$ cat config.mk
export PLATFORM = sky130hd
export DESIGN_NAME = auto_pointer_layer_fsm_unit
export DESIGN_NICKNAME = d
export VERILOG_FILES = /design/src/rtl/core/aplf_pkg.sv /design/src/rtl/core/auto_pointer_layer_fsm_unit.sv
export SDC_FILE = /design/constraint.sdc
export NUM_CORES = 1
export LEC_CHECK = 0
export BUFFER_PORTS_ARGS = -buffer_cell sky130_fd_sc_hd__buf_4
export CAP_MARGIN = 0
export CELL_PAD_IN_SITES_DETAIL_PLACEMENT = 1
export CELL_PAD_IN_SITES_GLOBAL_PLACEMENT = 1
export CORE_MARGIN = 5
export CORE_UTILIZATION = 35
export DETAILED_ROUTE_END_ITERATION = 6
export GPL_ROUTABILITY_DRIVEN = 0
export PLACE_DENSITY_LB_ADDON = 0.1
export SETUP_SLACK_MARGIN = 0.15
export SKIP_CTS_REPAIR_TIMING = 1
export SLEW_MARGIN = 10
export SYNTH_ARGS = -nofsm -noshare
export SYNTH_HDL_FRONTEND = slang
export SYNTH_SLANG_ARGS = --single-unit
$ cat constraint.sdc
create_clock -name clk -period 6.7 [get_ports clk]
set_input_delay 0.335 -clock clk [delete_from_list [all_inputs] [get_ports clk]]
set_output_delay 0.335 -clock clk [all_outputs]
set_load 0.005 [all_outputs]
$ cat src/rtl/core/aplf_pkg.sv
// Package with the types, codes and constants of the automatic pointer-layer controller.
`timescale 1ns / 1ps

package aplf_pkg;

    localparam int MASK_BITS_DEFAULT = 32;
    localparam int TIME_BITS_DEFAULT = 16;

    localparam int APB_ADDR_BITS = 4;
    localparam int APB_DATA_BITS = 32;

    localparam logic [1:0] REG_ENABLE     = 2'd0;
    localparam logic [1:0] REG_THRESHOLD  = 2'd1;
    localparam logic [1:0] REG_RESET_TIME = 2'd2;

    localparam logic        ENABLE_RESET     = 1'b1;
    localparam logic [14:0] THRESHOLD_RESET  = 15'd50;
    localparam logic [9:0]  RESET_TIME_RESET = 10'd10;

    localparam logic [1:0] OP_POINTER = 2'd0;
    localparam logic [1:0] OP_KEY     = 2'd1;
    localparam logic [1:0] OP_LAYER   = 2'd2;

    localparam logic [1:0] CMD_NONE = 2'd0;
    localparam logic [1:0] CMD_ON   = 2'd1;
    localparam logic [1:0] CMD_OFF  = 2'd2;

    localparam logic [31:0] PTR_LAYER_BIT   = 32'h0000_0002;
    localparam logic [31:0] SCROLL_LOW_BITS = 32'h0000_000F;
    localparam int          SCROLL_LAYER    = 3;

    localparam logic [15:0] WAIT_TIMEOUT_MS = 16'd50;
    localparam logic [16:0] TENTH_MS        = 17'd100;
    localparam logic [14:0] ACC_MAX         = 15'h7FFF;

    typedef enum logic [1:0] {
        ST_IDLE  = 2'd0,
        ST_WAIT  = 2'd1,
        ST_CLICK = 2'd2
    } click_state_t;

    typedef struct packed {
        logic [1:0]        opcode;
        logic [15:0]       now_ms;
        logic signed [7:0] dx;
        logic signed [7:0] dy;
        logic              base_on_top;
        logic [31:0]       layer_mask_in;
    } item_t;

    typedef struct packed {
        logic [1:0]  layer_cmd;
        logic [31:0] layer_mask_out;
        logic        scroll_mode;
        logic [1:0]  click_state_out;
        logic [14:0] motion_total;
    } result_t;

endpackage

$ cat src/rtl/core/auto_pointer_layer_fsm_unit.sv
// Top level of the automatic pointer-layer controller: input stage, state machine, result stage.
`timescale 1ns / 1ps

// The block takes pointer reports, key presses and layer changes on the item channel
// (item_valid, item_ready, item) and returns exactly one result per transaction on the
// result channel (result_valid, result_ready, result), in order.
// An accepted transaction sits in the input register, where the state machine
// and the motion accumulator work on it, and its result is held in the result register.
// One transaction is accepted per cycle unless the receiver stalls; the limit is the
// single state update per cycle.
// When the receiver stalls, the result register holds and the input register keeps the
// next transaction, so item_ready drops only when both are full.
// Reset clears both stages, puts the controller in the idle state with a zero timer
// stamp and a zero accumulator, and loads the register defaults: enable on,
// threshold 50 and a clickable timeout of 10 tenths of a second.
// The APB port holds the enable bit at 0x0, the motion threshold at 0x4 and the
// clickable timeout at 0x8; write it only while no transaction is in flight.
module auto_pointer_layer_fsm_unit #(
    parameter int MASK_BITS = aplf_pkg::MASK_BITS_DEFAULT,
    parameter int TIME_BITS = aplf_pkg::TIME_BITS_DEFAULT
) (
    input  logic                               clk,
    input  logic                               rst_n,

    input  logic                               psel,
    input  logic                               penable,
    input  logic                               pwrite,
    input  logic [aplf_pkg::APB_ADDR_BITS-1:0] paddr,
    input  logic [aplf_pkg::APB_DATA_BITS-1:0] pwdata,
    output logic [aplf_pkg::APB_DATA_BITS-1:0] prdata,
    output logic                               pready,

    input  logic                               item_valid,
    output logic                               item_ready,
    input  aplf_pkg::item_t                    item,

    output logic                               result_valid,
    input  logic                               result_ready,
    output aplf_pkg::result_t                  result
);

    logic                   cfg_enable_reg;
    logic [14:0]            cfg_threshold_reg;
    logic [9:0]             cfg_reset_time_reg;
    logic                   cfg_write;

    logic                   pipe_valid_reg;
    aplf_pkg::item_t        pipe_data_reg;
    logic                   result_valid_reg;
    logic                   result_valid_next;
    aplf_pkg::result_t      result_reg;
    aplf_pkg::result_t      result_next;
    logic                   advance;

    aplf_pkg::click_state_t state_reg;
    aplf_pkg::click_state_t state_next;
    logic [TIME_BITS-1:0]   stamp_reg;
    logic [TIME_BITS-1:0]   stamp_next;
    logic [14:0]            acc_reg;
    logic [14:0]            acc_next;

    logic [TIME_BITS-1:0]   now_t;
    logic [TIME_BITS-1:0]   elapsed;
    logic [7:0]             mag_x;
    logic [7:0]             mag_y;
    logic                   has_motion;
    logic [15:0]            acc_sum;
    logic [14:0]            acc_sat;
    logic [16:0]            click_limit;
    logic                   click_expired;
    logic                   wait_expired;
    logic [MASK_BITS-1:0]   mask_in;
    logic [MASK_BITS-1:0]   mask_filt;
    logic [MASK_BITS-1:0]   ptr_bit;
    logic [MASK_BITS-1:0]   scroll_low;
    logic [1:0]             cmd;
    logic [MASK_BITS-1:0]   mask_out;
    logic                   scroll;

    // Configuration port.
    assign pready    = 1'b1;
    assign cfg_write = psel && penable && pwrite && pready;

    always_ff @(posedge clk or negedge rst_n)
    begin
        if (!rst_n)
        begin
            cfg_enable_reg     <= aplf_pkg::ENABLE_RESET;
            cfg_threshold_reg  <= aplf_pkg::THRESHOLD_RESET;
            cfg_reset_time_reg <= aplf_pkg::RESET_TIME_RESET;
        end
        else if (cfg_write)
        begin
            case (paddr[3:2])
                aplf_pkg::REG_ENABLE:     cfg_enable_reg     <= pwdata[0];
                aplf_pkg::REG_THRESHOLD:  cfg_threshold_reg  <= pwdata[14:0];
                aplf_pkg::REG_RESET_TIME: cfg_reset_time_reg <= pwdata[9:0];
                default:                  ;
            endcase
        end
    end

    always_comb
    begin
        case (paddr[3:2])
            aplf_pkg::REG_ENABLE:     prdata = 32'(cfg_enable_reg);
            aplf_pkg::REG_THRESHOLD:  prdata = 32'(cfg_threshold_reg);
            aplf_pkg::REG_RESET_TIME: prdata = 32'(cfg_reset_time_reg);
            default:                  prdata = '0;
        endcase
    end

    // Handshake and stage control.
    assign advance           = pipe_valid_reg && (!result_valid_reg || result_ready);
    assign item_ready        = !pipe_valid_reg || advance;
    assign result_valid_next = advance || (result_valid_reg && !result_ready);
    assign result_valid      = result_valid_reg;
    assign result            = result_reg;

    always_ff @(posedge clk or negedge rst_n)
    begin
        if (!rst_n)
        begin
            pipe_valid_reg   <= 1'b0;
            result_valid_reg <= 1'b0;
        end
        else
        begin
            if (item_ready)
            begin
                pipe_valid_reg <= item_valid;
            end
            result_valid_reg <= result_valid_next;
        end
    end

    always_ff @(posedge clk)
    begin
        if (item_valid && item_ready)
        begin
            pipe_data_reg <= item;
        end
        if (advance)
        begin
            result_reg <= result_next;
        end
    end

    // State register.
    always_ff @(posedge clk or negedge rst_n)
    begin
        if (!rst_n)
        begin
            state_reg <= aplf_pkg::ST_IDLE;
            stamp_reg <= '0;
            acc_reg   <= '0;
        end
        else if (advance)
        begin
            state_reg <= state_next;
            stamp_reg <= stamp_next;
            acc_reg   <= acc_next;
        end
    end

    // Datapath terms of the transaction in the input register.
    assign now_t      = TIME_BITS'(pipe_data_reg.now_ms);
    assign elapsed    = now_t - stamp_reg;
    assign mag_x      = pipe_data_reg.dx[7] ? 8'(~pipe_data_reg.dx + 8'd1) : pipe_data_reg.dx;
    assign mag_y      = pipe_data_reg.dy[7] ? 8'(~pipe_data_reg.dy + 8'd1) : pipe_data_reg.dy;
    assign has_motion = (mag_x != 8'd0) || (mag_y != 8'd0);
    assign acc_sum    = 16'(acc_reg) + 16'(mag_x) + 16'(mag_y);
    assign acc_sat    = (acc_sum > 16'(aplf_pkg::ACC_MAX)) ? aplf_pkg::ACC_MAX : acc_sum[14:0];

    assign click_limit   = 17'(cfg_reset_time_reg) * aplf_pkg::TENTH_MS;
    assign click_expired = 33'(elapsed) > 33'(click_limit);
    assign wait_expired  = 33'(elapsed) > 33'(aplf_pkg::WAIT_TIMEOUT_MS);

    assign mask_in    = pipe_data_reg.layer_mask_in[MASK_BITS-1:0];
    assign ptr_bit    = MASK_BITS'(aplf_pkg::PTR_LAYER_BIT);
    assign scroll_low = MASK_BITS'(aplf_pkg::SCROLL_LOW_BITS);

    // Next state and result.
    always_comb
    begin
        state_next = state_reg;
        stamp_next = stamp_reg;
        acc_next   = acc_reg;
        cmd        = aplf_pkg::CMD_NONE;
        mask_filt  = mask_in;
        mask_out   = '0;
        scroll     = 1'b0;

        case (pipe_data_reg.opcode)
            aplf_pkg::OP_POINTER:
            begin
                if (has_motion)
                begin
                    case (state_reg)
                        aplf_pkg::ST_CLICK:
                        begin
                            stamp_next = now_t;
                        end
                        aplf_pkg::ST_WAIT:
                        begin
                            if (cfg_enable_reg && pipe_data_reg.base_on_top)
                            begin
                                if (acc_sat >= cfg_threshold_reg)
                                begin
                                    acc_next   = '0;
                                    stamp_next = now_t;
                                    state_next = aplf_pkg::ST_CLICK;
                                    cmd        = aplf_pkg::CMD_ON;
                                end
                                else
                                begin
                                    acc_next = acc_sat;
                                end
                            end
                        end
                        default:
                        begin
                            stamp_next = now_t;
                            state_next = aplf_pkg::ST_WAIT;
                            acc_next   = '0;
                        end
                    endcase
                end
                else
                begin
                    case (state_reg)
                        aplf_pkg::ST_CLICK:
                        begin
                            if (click_expired)
                            begin
                                state_next = aplf_pkg::ST_IDLE;
                                cmd        = aplf_pkg::CMD_OFF;
                            end
                        end
                        aplf_pkg::ST_WAIT:
                        begin
                            if (wait_expired)
                            begin
                                acc_next   = '0;
                                state_next = aplf_pkg::ST_IDLE;
                            end
                        end
                        default:
                        begin
                            acc_next   = '0;
                            state_next = aplf_pkg::ST_IDLE;
                        end
                    endcase
                end
            end
            aplf_pkg::OP_KEY:
            begin
                if (state_reg == aplf_pkg::ST_CLICK)
                begin
                    stamp_next = now_t;
                    cmd        = aplf_pkg::CMD_ON;
                end
            end
            aplf_pkg::OP_LAYER:
            begin
                if (state_reg == aplf_pkg::ST_CLICK)
                begin
                    state_next = aplf_pkg::ST_IDLE;
                    if ((mask_in & ~ptr_bit) != '0)
                    begin
                        mask_filt = mask_in & ~ptr_bit;
                    end
                end
                mask_out = mask_filt;
                scroll   = mask_filt[aplf_pkg::SCROLL_LAYER] && ((mask_filt & ~scroll_low) == '0);
            end
            default:
            begin
                cmd = aplf_pkg::CMD_NONE;
            end
        endcase

        result_next.layer_cmd       = cmd;
        result_next.layer_mask_out  = 32'(mask_out);
        result_next.scroll_mode     = scroll;
        result_next.click_state_out = state_next;
        result_next.motion_total    = acc_next;
    end

    // The accumulator only holds a count while the controller is waiting.
    assert property (@(posedge clk) disable iff (!rst_n)
        (state_reg != aplf_pkg::ST_WAIT) |-> (acc_reg == '0))
        else $error("motion accumulator is nonzero outside the waiting state");

    assert property (@(posedge clk) disable iff (!rst_n)
        (result_valid && result.layer_cmd == aplf_pkg::CMD_ON)
            |-> (result.click_state_out == 2'(aplf_pkg::ST_CLICK)))
        else $error("layer on command without the clickable state");

    assert property (@(posedge clk) disable iff (!rst_n)
        (result_valid && result.layer_cmd == aplf_pkg::CMD_OFF)
            |-> (result.click_state_out == 2'(aplf_pkg::ST_IDLE)))
        else $error("layer off command without the idle state");

    assert property (@(posedge clk) disable iff (!rst_n)
        (pipe_valid_reg && !advance) |=> (pipe_valid_reg && $stable(state_reg)))
        else $error("stalled transaction lost or state changed during stall");

    assert property (@(posedge clk) disable iff (!rst_n)
        advance |=> result_valid_reg)
        else $error("advanced transaction did not reach the result register");

endmodule

==> run_results.csv <==
group,metric,value,unit
clock_tree,cts-htree-levels,4,
grt,antenna_found_initial,0,
run_status,violations,"hold timing",
clock_tree,cts_tree,"done",
grt,grt_pass1_vias,8395,
timing,finalSetupViolCount,0,
timing,whs,-19.8,ps
floorplanning,die_w,186,um
detailed_routing,via_count,7909,
placement,dp_slack,528,ps
floorplanning,coreArea,30600,um^2
timing,max_freq,0.167,GHz
power,vdd_drop_max,0.156,mV
yosys,synthesis.area,10800,um^2
clock_tree,cts_buffers,17,
timing,slew_viol_final,0,
critical_path,path_cells,"inv_1, ha_1, or3b_1, o31ai_1, xor2_1, fa_1, inv_1, ha_1, or3_1, o311ai_0, buf_4, or2_4, nand2_1, ha_1, a2111o_1, a31oi_1, o211ai_1, a21oi_1, buf_4, nor3b_1, o21ai_0, a211o_1, o21ai_1",
floorplanning,die_h,186,um
critical_path,worstPathRequired,6990,ps
power,leakagePower,5.73,nW
run_status,status,"complete, but fails checks",
power,power,0.00438,W
finish,drive_above_1_share,22.1,%
yosys,synthFlopType,"edfxtp_1",
grt,grt.total_usage,16.6,%
clock_tree,root_buffer,"clkbuf_16",
timing,fin_ws,715,ps
critical_path,crit_type,"reg2reg",
detailed_routing,vias_per_cell,5.05,
detailed_routing,drt-initial-drc-count,391,
floorplanning,initial_core_util,35.4,%
timing,skew,12.4,ps
yosys,netlist_top_cells_area,"edfxtp_1 33%, dfrtp_1 13%, ha_1 11%",
yosys,ys_seq_elements,180,
critical_path,cp-end-kind,"register",
critical_path,critical_path_arrival,6280,ps
clock_tree,ctsLongestPathBuffers,2,
timing,hold_viol_final,12,
yosys,synthTopCellsByCount,"119 x edfxtp_1, 110 x inv_1, 91 x ha_1",
detailed_routing,drc,0,
yosys,yosysTopAreaCell,"edfxtp_1",
placement,port_buffers,159,
job,cap_violations,0,
floorplanning,io_pins,197,
yosys,yosysMostFrequentCell,"edfxtp_1",
floorplanning,std_cell_rows,64,
floorplanning,design.die.area,34600,um^2
timing,timing.setup.tns,0,ps
critical_path,cp_slowest_cell,"fa_1",
yosys,synth_top_area_share,33.0,%
timing,fin_crit_sh,89.3,%
yosys,syn_inst,997,
timing,relSlewSlack,29.8,%
detailed_routing,antenna_left,0,
grt,grt_overflow,0,
critical_path,start_kind,"register",
detailed_routing,totalWireLength,28300,um
finish,fin_nets,1372,
yosys,ys_warn_count,0,
power,p_per_area,334,nW/um^2
critical_path,worst_path_most_repeated_cell,"ha_1",
finish,area_growth,20.8,%
detailed_routing,dr.pass1.iters,4,
critical_path,cp.buffers_inverters,4,
hold_path,hold_path_class,"in2async",
grt,grt_max_degree,68,
yosys,ys_seq_area_share,47.1,%
detailed_routing,wl_per_cell,18.1,um
placement,dpl.hpwl,21800,um
critical_path,cp_top_family,"compound AO/OA/AOI/OAI gates",
timing,min_period,5980,ps
timing,rsz0062_at_grt,"no",
critical_path,cp_slowest_stage_delay,490,ps
clock_tree,clk_pin_slew,80,ps
yosys,synth_area_per_cell,10.9,um^2
finish,fin_util,42.8,%
finish,diodes,0,
yosys,synthDistinctLibCells,81,
grt,grt_first_pass_wirelength,45100,um
finish,largest_reg_flops,52,
critical_path,worstPathMaxFanout,13,
yosys,synth_edf_count,119,
clock_tree,cts.sinks,180,
clock_tree,insertion_delay,440,ps
timing,worst_pin_slew,1050,ps
yosys,async_flop_share,33.9,%
[final cells by class]
class | count | area, um^2
clock buffer | 17 | 425
clock inverter | 15 | 210
fill | 3412 | 17500
inverter | 111 | 417
multi-input combinational | 677 | 5160
sequential | 180 | 5110
tap | 396 | 495
timing repair buffer | 169 | 1280
[per-layer routing]
| metal | global-route usage, % | wire (um) | up-vias |
|---|---|---|---|
| li1 | - | - | 3874 |
| met1 | 22.2 | 12900 | 3857 |
| met2 | 27.5 | 13600 | 152 |
| met3 | 3.77 | 1340 | 26 |
| met4 | 4.26 | 435 | 0 |
| met5 | 0 | 0 | - |
[worst reg2reg max path: stages, from the launching register on]
cell and delay, ps:
edfxtp_1 440, inv_1 90, ha_1 240, or3b_1 390, o31ai_1 250, xor2_1 130
fa_1 490, inv_1 40, ha_1 250, or3_1 380, o311ai_0 320, buf_4 200
or2_4 190, nand2_1 120, ha_1 300, a2111o_1 360, a31oi_1 240, o211ai_1 220
a21oi_1 230, buf_4 220, nor3b_1 240, o21ai_0 110, a211o_1 290, o21ai_1 120
[logic make-up after synthesis]
group                    after synthesis  synth area share, %
multiplexers                          27                 2.75
XOR/XNOR                              39                 3.22
other                                  2               0.0693
buffers and inverters                156                 6.08
AO/OA/AOI/OAI                        229                 14.7
adder cells (fa/ha/maj)              106                 13.3
flip-flops                           180                 47.1
AND/OR/NAND/NOR                      258                 12.8
[final timing paths]
check / cells past startpoint / slack (ps) / endpoint / from
hold reg to reg: 1 / 490 / stamp_reg[5] / stamp_reg[5]
setup reg to reg: 23 / 720 / result[11] / pipe_data_reg[34]
setup / recovery: 23 / 720 / result[11] / pipe_data_reg[34]
min in group clk: 1 / 60 / mask_in[17] / item[17]
hold / removal: 1 / -20 / stamp_reg[12] / rst_n
max in group asynchronous: 1 / 6110 / cfg_reset_time_reg[0] / rst_n
[per-stage QoR]
stage	area (um^2)	std cells
4_1_cts	13100	1563
3_3_place_gp	12400	1531
3_5_place_dp	12400	1531
5_1_grt	13100	1565
6_report	13100	1565
2_1_floorplan	10900	1013
[cell usage in the layout (no fill, tap or decap), types with 20 or more instances in the layout]
master      n
inv_1     110
nor2_1     37
xor2_1     20
dfrtp_1    55
o21ai_0    53
edfxtp_1  119
a21oi_1    53
buf_4     168
and2_1     39
ha_1       91
nand2_1    69
[report_power, final]
part / total, W / switching (W) / internal, W / leakage (nW)
Combinational: 0.00189 / 0.00108 / 0.000817 / 3.51
Clock: 0.00107 / 0.000547 / 0.000523 / 0.302
Sequential: 0.00142 / 0.0000876 / 0.00133 / 1.92
Total: 0.00438 / 0.00171 / 0.00267 / 5.73
(Power assumes the default switching activity.)
